==> src/hw/rtl/qcse_pkg.sv <==
// Shared types and constants for the quadrature counter speed estimator.
`timescale 1ns / 1ps

package qcse_pkg;

    localparam int COUNT_WIDTH_DEFAULT = 32;
    localparam int STAMP_DEPTH_DEFAULT = 4;

    localparam int NUM_W   = 48;
    localparam int STAMP_W = 32;
    localparam int OUT_W   = 32;
    localparam int DIV_STEPS = NUM_W;
    localparam int DIV_CNT_W = $clog2(DIV_STEPS);

    // Opcodes
    localparam logic [1:0] OP_EDGE_A = 2'd0;
    localparam logic [1:0] OP_EDGE_B = 2'd1;
    localparam logic [1:0] OP_TICK   = 2'd2;

    // Register indexes
    localparam logic [1:0] REG_REVERSE  = 2'd0;
    localparam logic [1:0] REG_MIN_SPAN = 2'd1;
    localparam logic [1:0] REG_NUMER    = 2'd2;
    localparam logic [1:0] REG_KEEP     = 2'd3;

    // Register reset values
    localparam logic        REVERSE_RST  = 1'b0;
    localparam logic [15:0] MIN_SPAN_RST = 16'd50;
    localparam logic [47:0] NUMER_RST    = 48'd66772528302;
    localparam logic [15:0] KEEP_RST     = 16'd60948;

    // Direction codes
    localparam logic [1:0] DIR_NONE = 2'b00;
    localparam logic [1:0] DIR_FWD  = 2'b01;
    localparam logic [1:0] DIR_REV  = 2'b11;

    localparam logic [31:0] MAG_MAX  = 32'h7FFF_FFFF;
    localparam logic [16:0] KEEP_ONE = 17'h1_0000;

    typedef struct packed {
        logic accept;
        logic check;
        logic div_step;
        logic mul1;
        logic mul2;
        logic load_out;
    } qcse_cmd_t;

    typedef struct packed {
        logic is_tick;
        logic span_ok;
        logic div_last;
    } qcse_status_t;

endpackage

==> src/hw/rtl/qcse_ctrl.sv <==
// Sequencer for the quadrature counter speed estimator.
`timescale 1ns / 1ps

module qcse_ctrl
(
    input  logic                  clk,
    input  logic                  rst_n,
    input  logic                  in_valid,
    output logic                  in_ready,
    output logic                  out_valid,
    input  logic                  out_ready,
    input  qcse_pkg::qcse_status_t status,
    output qcse_pkg::qcse_cmd_t    cmd
);

    typedef enum logic [5:0] {
        S_IDLE  = 6'b000001,
        S_CHECK = 6'b000010,
        S_DIV   = 6'b000100,
        S_MUL1  = 6'b001000,
        S_MUL2  = 6'b010000,
        S_POST  = 6'b100000
    } state_t;

    state_t state_reg;
    state_t state_next;
    logic   out_valid_reg;
    logic   out_valid_next;
    logic   slot_free;

    assign in_ready  = (state_reg == S_IDLE);
    assign out_valid = out_valid_reg;
    assign slot_free = !out_valid_reg || out_ready;

    always_comb
    begin
        state_next = state_reg;
        cmd        = '0;
        unique case (state_reg)
            S_IDLE:
            begin
                if (in_valid)
                begin
                    cmd.accept = 1'b1;
                    state_next = status.is_tick ? S_CHECK : S_POST;
                end
            end
            S_CHECK:
            begin
                cmd.check  = 1'b1;
                state_next = status.span_ok ? S_DIV : S_POST;
            end
            S_DIV:
            begin
                cmd.div_step = 1'b1;
                if (status.div_last)
                begin
                    state_next = S_MUL1;
                end
            end
            S_MUL1:
            begin
                cmd.mul1   = 1'b1;
                state_next = S_MUL2;
            end
            S_MUL2:
            begin
                cmd.mul2   = 1'b1;
                state_next = S_POST;
            end
            S_POST:
            begin
                if (slot_free)
                begin
                    cmd.load_out = 1'b1;
                    state_next   = S_IDLE;
                end
            end
            default:
            begin
                state_next = S_IDLE;
            end
        endcase
    end

    always_comb
    begin
        out_valid_next = out_valid_reg;
        if (cmd.load_out)
        begin
            out_valid_next = 1'b1;
        end
        else if (out_ready)
        begin
            out_valid_next = 1'b0;
        end
    end

    always_ff @(posedge clk or negedge rst_n)
    begin
        if (!rst_n)
        begin
            state_reg     <= S_IDLE;
            out_valid_reg <= 1'b0;
        end
        else
        begin
            state_reg     <= state_next;
            out_valid_reg <= out_valid_next;
        end
    end

endmodule

==> src/hw/rtl/qcse_dp.sv <==
// Datapath: counter, stamp history, divider, filter and result registers.
`timescale 1ns / 1ps

module qcse_dp
#(
    parameter int COUNT_WIDTH = qcse_pkg::COUNT_WIDTH_DEFAULT,
    parameter int STAMP_DEPTH = qcse_pkg::STAMP_DEPTH_DEFAULT
)
(
    input  logic                   clk,
    input  logic                   rst_n,
    input  qcse_pkg::qcse_cmd_t    cmd,
    output qcse_pkg::qcse_status_t status,
    input  logic [1:0]             opcode,
    input  logic                   level_a,
    input  logic                   level_b,
    input  logic [31:0]            time_us,
    input  logic                   cfg_wr_en,
    input  logic [1:0]             cfg_index,
    input  logic [47:0]            cfg_data,
    output logic signed [31:0]     position_count,
    output logic signed [31:0]     window_delta,
    output logic signed [1:0]      direction,
    output logic signed [31:0]     speed,
    output logic                   speed_updated
);

    localparam int NUM_W = qcse_pkg::NUM_W;
    localparam int CW    = qcse_pkg::DIV_CNT_W;

    // Configuration
    logic        reverse_reg;
    logic [15:0] min_span_reg;
    logic [47:0] numer_reg;
    logic [15:0] keep_reg;

    // Architectural state
    logic [31:0]            stamps_reg [STAMP_DEPTH];
    logic [COUNT_WIDTH-1:0] position_reg;
    logic [COUNT_WIDTH-1:0] win_start_reg;
    logic [COUNT_WIDTH-1:0] win_delta_reg;
    logic [1:0]             dir_reg;
    logic signed [31:0]     speed_reg;

    // Working registers
    logic [31:0]          now_reg;
    logic [31:0]          span_reg;
    logic [31:0]          rem_reg;
    logic [NUM_W-1:0]     quo_reg;
    logic [CW-1:0]        div_cnt_reg;
    logic signed [48:0]   prod_reg;
    logic signed [31:0]   raw_reg;
    logic                 updated_reg;

    // Result registers
    logic [31:0] out_position_reg;
    logic [31:0] out_delta_reg;
    logic [1:0]  out_dir_reg;
    logic [31:0] out_speed_reg;
    logic        out_updated_reg;

    logic                   is_edge;
    logic                   count_up;
    logic [COUNT_WIDTH-1:0] position_next;
    logic [31:0]            oldest;
    logic [31:0]            hist_span;
    logic [31:0]            since;
    logic [31:0]            span_max;
    logic                   span_ok;
    logic [32:0]            shifted;
    logic [32:0]            diff;
    logic                   fits;
    logic [31:0]            mag;
    logic signed [31:0]     raw;
    logic signed [16:0]     keep_s;
    logic [16:0]            gain;
    logic signed [17:0]     gain_s;
    logic signed [50:0]     blend;
    logic [63:0]            pos_ext;
    logic [63:0]            delta_ext;

    assign is_edge = (opcode == qcse_pkg::OP_EDGE_A) || (opcode == qcse_pkg::OP_EDGE_B);

    always_comb
    begin
        if (opcode == qcse_pkg::OP_EDGE_A)
        begin
            count_up = (level_a != level_b) ^ reverse_reg;
        end
        else
        begin
            count_up = (level_a == level_b) ^ reverse_reg;
        end
        position_next = count_up ? position_reg + 1'b1 : position_reg - 1'b1;
    end

    // Span check: span of the stamp history, stretched to time since oldest stamp
    assign oldest    = stamps_reg[0];
    assign hist_span = stamps_reg[STAMP_DEPTH-1] - oldest;
    assign since     = now_reg - oldest;
    assign span_max  = (hist_span < since) ? since : hist_span;
    assign span_ok   = (oldest != 32'd0) && (span_max != 32'd0)
                       && (span_max >= {16'd0, min_span_reg});

    // Restoring divider, one quotient bit per step
    assign shifted = {rem_reg, quo_reg[NUM_W-1]};
    assign diff    = shifted - {1'b0, span_reg};
    assign fits    = (shifted >= {1'b0, span_reg});

    assign mag = (quo_reg > NUM_W'(qcse_pkg::MAG_MAX)) ? qcse_pkg::MAG_MAX : quo_reg[31:0];

    always_comb
    begin
        case (dir_reg)
            qcse_pkg::DIR_FWD: raw = $signed(mag);
            qcse_pkg::DIR_REV: raw = -$signed(mag);
            default:           raw = 32'sd0;
        endcase
    end

    assign keep_s = $signed({1'b0, keep_reg});
    assign gain   = qcse_pkg::KEEP_ONE - {1'b0, keep_reg};
    assign gain_s = $signed({1'b0, gain});
    assign blend  = 51'(prod_reg) + gain_s * raw_reg + 51'sd32768;

    assign status.is_tick  = (opcode == qcse_pkg::OP_TICK);
    assign status.span_ok  = span_ok;
    assign status.div_last = (div_cnt_reg == '0);

    assign pos_ext   = 64'(position_reg);
    assign delta_ext = 64'(win_delta_reg);

    always_ff @(posedge clk or negedge rst_n)
    begin
        if (!rst_n)
        begin
            reverse_reg  <= qcse_pkg::REVERSE_RST;
            min_span_reg <= qcse_pkg::MIN_SPAN_RST;
            numer_reg    <= qcse_pkg::NUMER_RST;
            keep_reg     <= qcse_pkg::KEEP_RST;
        end
        else if (cfg_wr_en)
        begin
            unique case (cfg_index)
                qcse_pkg::REG_REVERSE:  reverse_reg  <= cfg_data[0];
                qcse_pkg::REG_MIN_SPAN: min_span_reg <= cfg_data[15:0];
                qcse_pkg::REG_NUMER:    numer_reg    <= cfg_data;
                qcse_pkg::REG_KEEP:     keep_reg     <= cfg_data[15:0];
                default: ;
            endcase
        end
    end

    always_ff @(posedge clk or negedge rst_n)
    begin
        if (!rst_n)
        begin
            for (int i = 0; i < STAMP_DEPTH; i++)
            begin
                stamps_reg[i] <= '0;
            end
            position_reg  <= '0;
            win_start_reg <= '0;
            win_delta_reg <= '0;
            dir_reg       <= qcse_pkg::DIR_NONE;
            speed_reg     <= '0;
            updated_reg   <= 1'b0;
        end
        else
        begin
            if (cmd.accept)
            begin
                updated_reg <= 1'b0;
                if (is_edge)
                begin
                    for (int i = 0; i < STAMP_DEPTH - 1; i++)
                    begin
                        stamps_reg[i] <= stamps_reg[i+1];
                    end
                    stamps_reg[STAMP_DEPTH-1] <= time_us;
                    position_reg <= position_next;
                    dir_reg      <= count_up ? qcse_pkg::DIR_FWD : qcse_pkg::DIR_REV;
                end
                else if (opcode == qcse_pkg::OP_TICK)
                begin
                    win_delta_reg <= position_reg - win_start_reg;
                    win_start_reg <= position_reg;
                end
            end
            if (cmd.check)
            begin
                updated_reg <= span_ok;
            end
            if (cmd.mul2)
            begin
                speed_reg <= blend[47:16];
            end
        end
    end

    always_ff @(posedge clk)
    begin
        if (cmd.accept)
        begin
            now_reg <= time_us;
        end
        if (cmd.check)
        begin
            span_reg    <= span_max;
            rem_reg     <= '0;
            quo_reg     <= numer_reg;
            div_cnt_reg <= CW'(qcse_pkg::DIV_STEPS - 1);
        end
        if (cmd.div_step)
        begin
            rem_reg     <= fits ? diff[31:0] : shifted[31:0];
            quo_reg     <= {quo_reg[NUM_W-2:0], fits};
            div_cnt_reg <= div_cnt_reg - 1'b1;
        end
        if (cmd.mul1)
        begin
            prod_reg <= keep_s * speed_reg;
            raw_reg  <= raw;
        end
        if (cmd.load_out)
        begin
            out_position_reg <= pos_ext[31:0];
            out_delta_reg    <= delta_ext[31:0];
            out_dir_reg      <= dir_reg;
            out_speed_reg    <= speed_reg;
            out_updated_reg  <= updated_reg;
        end
    end

    assign position_count = $signed(out_position_reg);
    assign window_delta   = $signed(out_delta_reg);
    assign direction      = $signed(out_dir_reg);
    assign speed          = $signed(out_speed_reg);
    assign speed_updated  = out_updated_reg;

endmodule

==> src/hw/rtl/quadrature_counter_speed_estimator_core.sv <==
// Top level of the quadrature counter speed estimator.
`timescale 1ns / 1ps

// Sequence: an edge or unused opcode goes from the input transfer to the post state, where
//   the result is registered; a tick passes through the span check first, and on through the
//   48-step restoring divider and two filter multiply steps when the speed is updated.
// Flow: one item at a time; the next transfer is taken the cycle after the result
//   is loaded, and the result waits in the post state while the output slot is full.
// Reset: asynchronous; clears history, counters and speed, loads register defaults.

module quadrature_counter_speed_estimator_core
#(
    parameter int COUNT_WIDTH = qcse_pkg::COUNT_WIDTH_DEFAULT,
    parameter int STAMP_DEPTH = qcse_pkg::STAMP_DEPTH_DEFAULT
)
(
    input  logic               clk,
    input  logic               rst_n,
    input  logic               in_valid,
    output logic               in_ready,
    input  logic [1:0]         opcode,
    input  logic               level_a,
    input  logic               level_b,
    input  logic [31:0]        time_us,
    output logic               out_valid,
    input  logic               out_ready,
    output logic signed [31:0] position_count,
    output logic signed [31:0] window_delta,
    output logic signed [1:0]  direction,
    output logic signed [31:0] speed,
    output logic               speed_updated,
    input  logic               cfg_wr_en,
    input  logic [1:0]         cfg_index,
    input  logic [47:0]        cfg_data
);

    qcse_pkg::qcse_cmd_t    cmd;
    qcse_pkg::qcse_status_t status;

    qcse_ctrl u_ctrl
    (
        .clk       (clk),
        .rst_n     (rst_n),
        .in_valid  (in_valid),
        .in_ready  (in_ready),
        .out_valid (out_valid),
        .out_ready (out_ready),
        .status    (status),
        .cmd       (cmd)
    );

    qcse_dp
    #(
        .COUNT_WIDTH (COUNT_WIDTH),
        .STAMP_DEPTH (STAMP_DEPTH)
    )
    u_dp
    (
        .clk            (clk),
        .rst_n          (rst_n),
        .cmd            (cmd),
        .status         (status),
        .opcode         (opcode),
        .level_a        (level_a),
        .level_b        (level_b),
        .time_us        (time_us),
        .cfg_wr_en      (cfg_wr_en),
        .cfg_index      (cfg_index),
        .cfg_data       (cfg_data),
        .position_count (position_count),
        .window_delta   (window_delta),
        .direction      (direction),
        .speed          (speed),
        .speed_updated  (speed_updated)
    );

`ifndef SYNTHESIS
    a_cmd_onehot: assert property (@(posedge clk) disable iff (!rst_n)
        $onehot0({cmd.accept, cmd.check, cmd.div_step, cmd.mul1, cmd.mul2, cmd.load_out}))
        else $error("more than one datapath command active");

    a_mul_after_div: assert property (@(posedge clk) disable iff (!rst_n)
        cmd.mul1 |-> ($past(cmd.div_step) && $past(status.div_last)))
        else $error("filter started before the divider finished");

    a_dir_code: assert property (@(posedge clk) disable iff (!rst_n)
        out_valid |-> (direction != 2'sb10))
        else $error("invalid direction code on result");

    a_accept_idle: assert property (@(posedge clk) disable iff (!rst_n)
        (in_valid && in_ready) |=> !in_ready)
        else $error("input transfer taken while an item is in progress");
`endif

endmodule
==> config.mk <==
export PLATFORM = sky130hd
export DESIGN_NAME = quadrature_counter_speed_estimator_core
export DESIGN_NICKNAME = d
export VERILOG_FILES = /design/src/hw/rtl/qcse_pkg.sv /design/src/hw/rtl/qcse_ctrl.sv /design/src/hw/rtl/qcse_dp.sv /design/src/hw/rtl/quadrature_counter_speed_estimator_core.sv
export SDC_FILE = /design/constraint.sdc
export NUM_CORES = 2
export LEC_CHECK = 0
export BUFFER_PORTS_ARGS = -buffer_cell sky130_fd_sc_hd__buf_2
export CAP_MARGIN = 20
export CORE_UTILIZATION = 50
export DETAILED_ROUTE_END_ITERATION = 8
export PLACE_DENSITY_LB_ADDON = 0.2
export SLEW_MARGIN = 20
export SYNTH_ARGS = -nofsm -noshare
export SYNTH_HDL_FRONTEND = slang
export SYNTH_SLANG_ARGS = --single-unit
==> constraint.sdc <==
create_clock -name clk -period 9.4 [get_ports clk]
set_clock_uncertainty 0.2 [all_clocks]
set_input_delay 0.47 -clock clk [delete_from_list [all_inputs] [get_ports clk]]
set_output_delay 0.47 -clock clk [all_outputs]
set_load 0.03 [all_outputs]
; Yosys cells after proc, flatten, opt, wreduce, memory -nomap -nowiden
; Cells that the tools add are included.
[totals]
out_inout_bits = 101
input_bits = 91
regBits = 676
[op_classes]
n_addsub = 11
n_mul = 2
n_bitwise = 3
eq_ne = 18
reduce_logical = 20
n_lt_le_gt_ge = 4
mux = 31
[ops]
columns = operator, count
row1 = $mux 32, 6
row2 = $sub 32x32->32, 4
row3 = $mux 48, 2
row4 = $pmux 32 s2, 1
row5 = $reduce_bool 32->1, 2
row6 = $add 48x17->48 const B, 1
row7 = $add 48x48->48, 1
row8 = $gt 48x31->1 const B, 1
row9 = $mul 17x32->48, 1
row10 = $mul 18x32->48, 1
row11 = $mux 6, 7
row12 = $pmux 6 s6, 1
row13 = $ge 33x32->1, 1
row14 = $add 32x1->32 const B, 1
row15 = $ge 32x16->1, 1
row16 = $lt 32x32->1, 1
row17 = $neg 32->32, 1
row18 = $sub 32x1->32 const B, 1
row19 = $sub 17x16->17 const A, 1
row20 = $mux 1, 13
row21 = $reduce_and 2->1, 5
row22 = $eq 2x2->1 const B, 4
row23 = $eq 2x1->1 const B, 3
row24 = $eq 6x1->1 const B, 1
row25 = 20 further kinds, 28

; Longest topological paths before layout
[logic_depth]
depth_word = 8
depth_mapped = 35

; By module
; Synthesis repeated with hierarchy kept, for this count alone.
[unflattened]
hier_cells = 7408
area_unflattened_um2 = 72213.0
[modules_own_cells]
columns = module, instances, area_per_inst_um2, cells_each, seq_area_each_um2
row1 = qcse_dp, 1, 71735.0, 7360, 18431.4
row2 = qcse_ctrl, 1, 478.0, 48, 176.4

; Least setup slack after synthesis
; Ideal clock, no wire load.
[synth_timing]
path_type = register -> register
from = reg u_dp.keep_reg[0]
to = reg u_dp.speed_reg[31]
stages_incl_launch_ff = 36
t_arrival_ns = 8.428
path_buffers = 3
slack_ns = 0.638
setup_time_ns = 0.134
cell_sequence = dfrtp_1 clkbuf_1 clkbuf_1 inv_1 ha_1 nand2_1 or2_2 nor4_1 xnor2_1 clkbuf_1 nand2_1 fa_1 inv_1 fa_1 inv_1 fa_1 inv_1 fa_1 inv_1 fa_1 fa_1 inv_1 fa_1 ha_1 o21a_1 o211ai_1 nand2_1 a31o_2 a31o_2 a221o_1 a21bo_2 and4_1 a2111oi_4 a21oi_1 xnor2_1 o21ai_0
[synth_via]
elab_chain_cells = 4
[synth_lines]
columns = element, line_no
row1 = "start, declared", qcse_dp.sv:35  ; logic [15:0] keep_reg;
row2 = "start signal, assigned", qcse_dp.sv:140  ; keep_reg <= qcse_pkg::KEEP_RST;
row3 = "start signal, assigned", qcse_dp.sv:148  ; qcse_pkg::REG_KEEP: keep_reg <= cfg_data[15:0];
row4 = $sub 17x16->17, qcse_dp.sv:122  ; assign gain = qcse_pkg::KEEP_ONE - {1'b0, keep_reg};
row5 = $mul 18x32->48, qcse_dp.sv:124  ; assign blend = 51'(prod_reg) + gain_s * raw_reg + 51'sd32768;
row6 = $add 48x48->48, qcse_dp.sv:124
row7 = $add 48x17->48, qcse_dp.sv:124
row8 = "end signal, assigned", qcse_dp.sv:196  ; speed_reg <= blend[47:16];
row9 = "end, declared", qcse_dp.sv:43  ; logic signed [31:0] speed_reg;
; Every way passes these cells.
; A chain may end at the register's enable or synchronous reset.

; Final worst setup path
; Same ends and word-level chain as after synthesis.

==> impl_metrics.env <==
export IMPL_cts_max_path_bufs=3
export IMPL_hold_worst_slack_ps=39.86
export IMPL_ctsHtreeMaxLevel=3
export IMPL_area_delta_synth_final_pct=9.363
export IMPL_syn_instance_count=7492
export IMPL_worstPathMaxFanout=29
export IMPL_finalHoldViolations=0
export IMPL_number_of_buffers_inserted_during_clock_tree_synthesis=81
export IMPL_synth_edf_count=329
export IMPL_initial_core_util_pct=50.50
export IMPL_ys_warnings_count=0
export IMPL_capturing_point_of_the_worst_reg2reg_path="u_dp.speed_reg[31]"
export IMPL_max_slew_margin_pct=27.58
export IMPL_flops_latches_synth=676
export IMPL_routed_wirelength_um=177200
export IMPL_fraction_of_registers_with_async_set_reset_pct=51.33
export IMPL_synth_top_flop_cell="edfxtp_1"
export IMPL_syn_cell_area_um2=71580
export IMPL_seq_area_um2=18610
export IMPL_timing_max_cap_violations=0
export IMPL_most_common_layout_cells="nand2_1 (1427), inv_1 (1312), fa_1 (1042)"
export IMPL_die_w_um=380.4
export IMPL_max_freq_mhz=111.3
export IMPL_crit_slowest_cell="fa_1"
export IMPL_reg2reg_from="u_dp.keep_reg[0]"
export IMPL_portBuffers=191
export IMPL_syn_nets=9104
export IMPL_antenna_cells=0
export IMPL_grt_overflow=0
export IMPL_finalSetupTns_ps=0
export IMPL_place_detailed_instances=9362
export IMPL_tightestPinTransition_ps=1076
export IMPL_nets=9251
export IMPL_vias=51380
export IMPL_detail_route_first_pass_iterations=5
export IMPL_hold_start="cfg_data[0]"
export IMPL_holdPathStages=2
export IMPL_drtAntennaViolNets=0
export IMPL_sequential_to_total_area_share_from_yosys_stat_pct=25.99
export IMPL_worst_path_dominant_cell_family="adder cells"
export IMPL_reg2reg_slack_ps=420
export IMPL_post_route_min_period_ps=8984
export IMPL_cts_sinks=676
export IMPL_clkTransAtPathRegs_ps=70
export IMPL_outcome="completed"
export IMPL_crit_path_frequent_cell="fa_1"
export IMPL_routed_wire_length_per_instance_um=18.46
export IMPL_cp_arrival_ps=9300
export IMPL_timing_worst_setup_path_type="reg -> reg"
export IMPL_floorplan_io_pins=192
export IMPL_gp_congestion=0.9091
export IMPL_setup_worst_path_start_class="flop"
export IMPL_reg2regPathDepth=28
export IMPL_netlist_cell_type_count=88
export IMPL_final_core_util_pct=55.23
export IMPL_clock_insertion_delay_worst_skew_ps=700
export IMPL_dp_hpwl_um=136100
export IMPL_timing_final_setup_violations=0
export IMPL_post_route_period_util_pct=95.58
export IMPL_largest_register_ff_count=96
export IMPL_share_of_layout_cells_above_drive_strength_1_pct=8.032
export IMPL_maximum_number_of_pins_on_one_net_before_global_route_repair=120
export IMPL_avgViaCountPerCell=5.354
export IMPL_layout_filler_cells=12610
export IMPL_first_global_vias=53970
export IMPL_final_max_slew_viols=0
export IMPL_fp_coreArea_um2=141800
export IMPL_finalNonFillerCells=9597
export IMPL_critPathCaptureType="flop"
export IMPL_multiInputGateArea_um2=47120
export IMPL_hold_path_class="in -> reg"
export IMPL_timing_critical_path_slowest_cell_delay_ps=600
export IMPL_timing_hold_worst_endpoint="u_dp.reverse_reg"
export IMPL_cts_tree="yes"
export IMPL_crit_buf_inv=3
export IMPL_most_common_library_cell_in_the_layout_ignoring_fill_and_taps="nand2_1"
export IMPL_drt_iter0_markers=3180
export IMPL_cp_required_ps=9710
export IMPL_ctsRootBufferMaster="clkbuf_16"
export IMPL_die_area_um2=144700
export IMPL_drcViolationCount=0
export IMPL_die_height_um=380.4
export IMPL_synthesis_area_per_instance_um2=9.555
export IMPL_num_rows=138
export IMPL_grt_usage_pct=25.23
export IMPL_grt_pass1_wl_um=290400
export IMPL_antenna_found_initial=6
## synthesized netlist by cell type, drive strengths merged, types with 12 or more instances
library cell,n,area (µm²)
inv,1313,4928
or2,15,93.84
o21ai,308,1541
a211oi,33,260.3
and2,405,2534
buf,23,93.84
xor2,89,779.5
nand3,48,240.2
mux2,87,979.7
xnor2,158,1384
nor2,204,773.2
dfstp,36,945.9
o211ai,16,120.1
nor3,54,281.5
nand2,1431,5376
o21a,53,397.9
nor4,31,193.9
o31ai,18,148.9
clkbuf,275,1032
a21o,80,600.6
a21oi,245,1230
nor2b,35,219.0
dfrtp,311,7782
o31a,14,122.6
or3,27,183.9
o21bai,25,187.7
edfxtp,329,9879
ha,479,5993
a31oi,30,193.9
fa,1042,20860
nand3b,12,90.09
a2111oi,15,170.2
and3,24,150.1
nand2b,47,294.0
nand4,27,168.9
## worst max-delay path by stage
| stage | startpoint | endpoint | cells past startpoint |
|---|---|---|---|
| final | u_dp.keep_reg[0] | u_dp.speed_reg[31] | 28 |
| after global routing | u_dp.keep_reg[0] | u_dp.speed_reg[31] | 27 |
| after floorplan | u_dp.keep_reg[0] | u_dp.speed_reg[31] | 35 |
| after CTS | u_dp.keep_reg[0] | u_dp.speed_reg[31] | 30 |
| after global placement | u_dp.keep_reg[0] | u_dp.speed_reg[31] | 30 |
| after detailed placement | u_dp.keep_reg[0] | u_dp.speed_reg[31] | 30 |
## what timing repair did
action,CTS,global route
resized for setup,0,10
endpoints found under the hold margin,239,0
buffers inserted,0,0
endpoints found under the setup margin,0,5
hold buffers,84,0
## worst register-to-register path: cells and delay by family (launching register included)
kind / cells / cell delay (ps)
adders and majority gates: 8 / 3590
DFF: 1 / 400
and+or+nand+nor: 5 / 1220
xor gates and xnor gates: 2 / 540
AOI/OAI and AO/OA: 10 / 2180
buffers and inverters: 3 / 690
## stage by stage
stage | area [µm²] | worst slack, ps
after floorplan | 71580 | 637.9
after global placement | 74600 | 415.0
after detailed placement | 74600 | 268.6
after CTS | 78240 | 234.3
after global routing | 78290 | -9.060
final | 78290 | 415.9
## kinds of logic (layout without fill, tap and decap cells)
group | after synthesis | after routing | share of synthesized area [%]
compound gates | 948 | 948 | 8.334
xor+xnor | 247 | 247 | 3.022
fa+ha+maj | 1521 | 1521 | 37.51
buf+inv | 1611 | 1826 | 8.458
flops | 676 | 676 | 25.99
mux | 95 | 95 | 1.480
simple gates | 2394 | 2394 | 15.20
## layout make-up
cell class / count / area share, %
clock buffer: 96 / 2.819
sequential: 676 / 23.77
clock inverter: 55 / 0.7528
timing repair buffer: 362 / 3.156
inverter: 1313 / 6.295
tap: 1890 / 3.021
multi-input combinational: 5205 / 60.18
## metal layers
metal,vias to the layer above,global-route usage [%],part of all wire [%]
met1,25990,33.74,43
met2,1208,42.55,49
li1,23920,-,-
met4,6,7.923,3.2
met5,-,0,0.021
met3,263,3.344,5.1
Power is not shown: default switching activity piles up to over one toggle a cycle in this logic, so the estimate is an artifact.
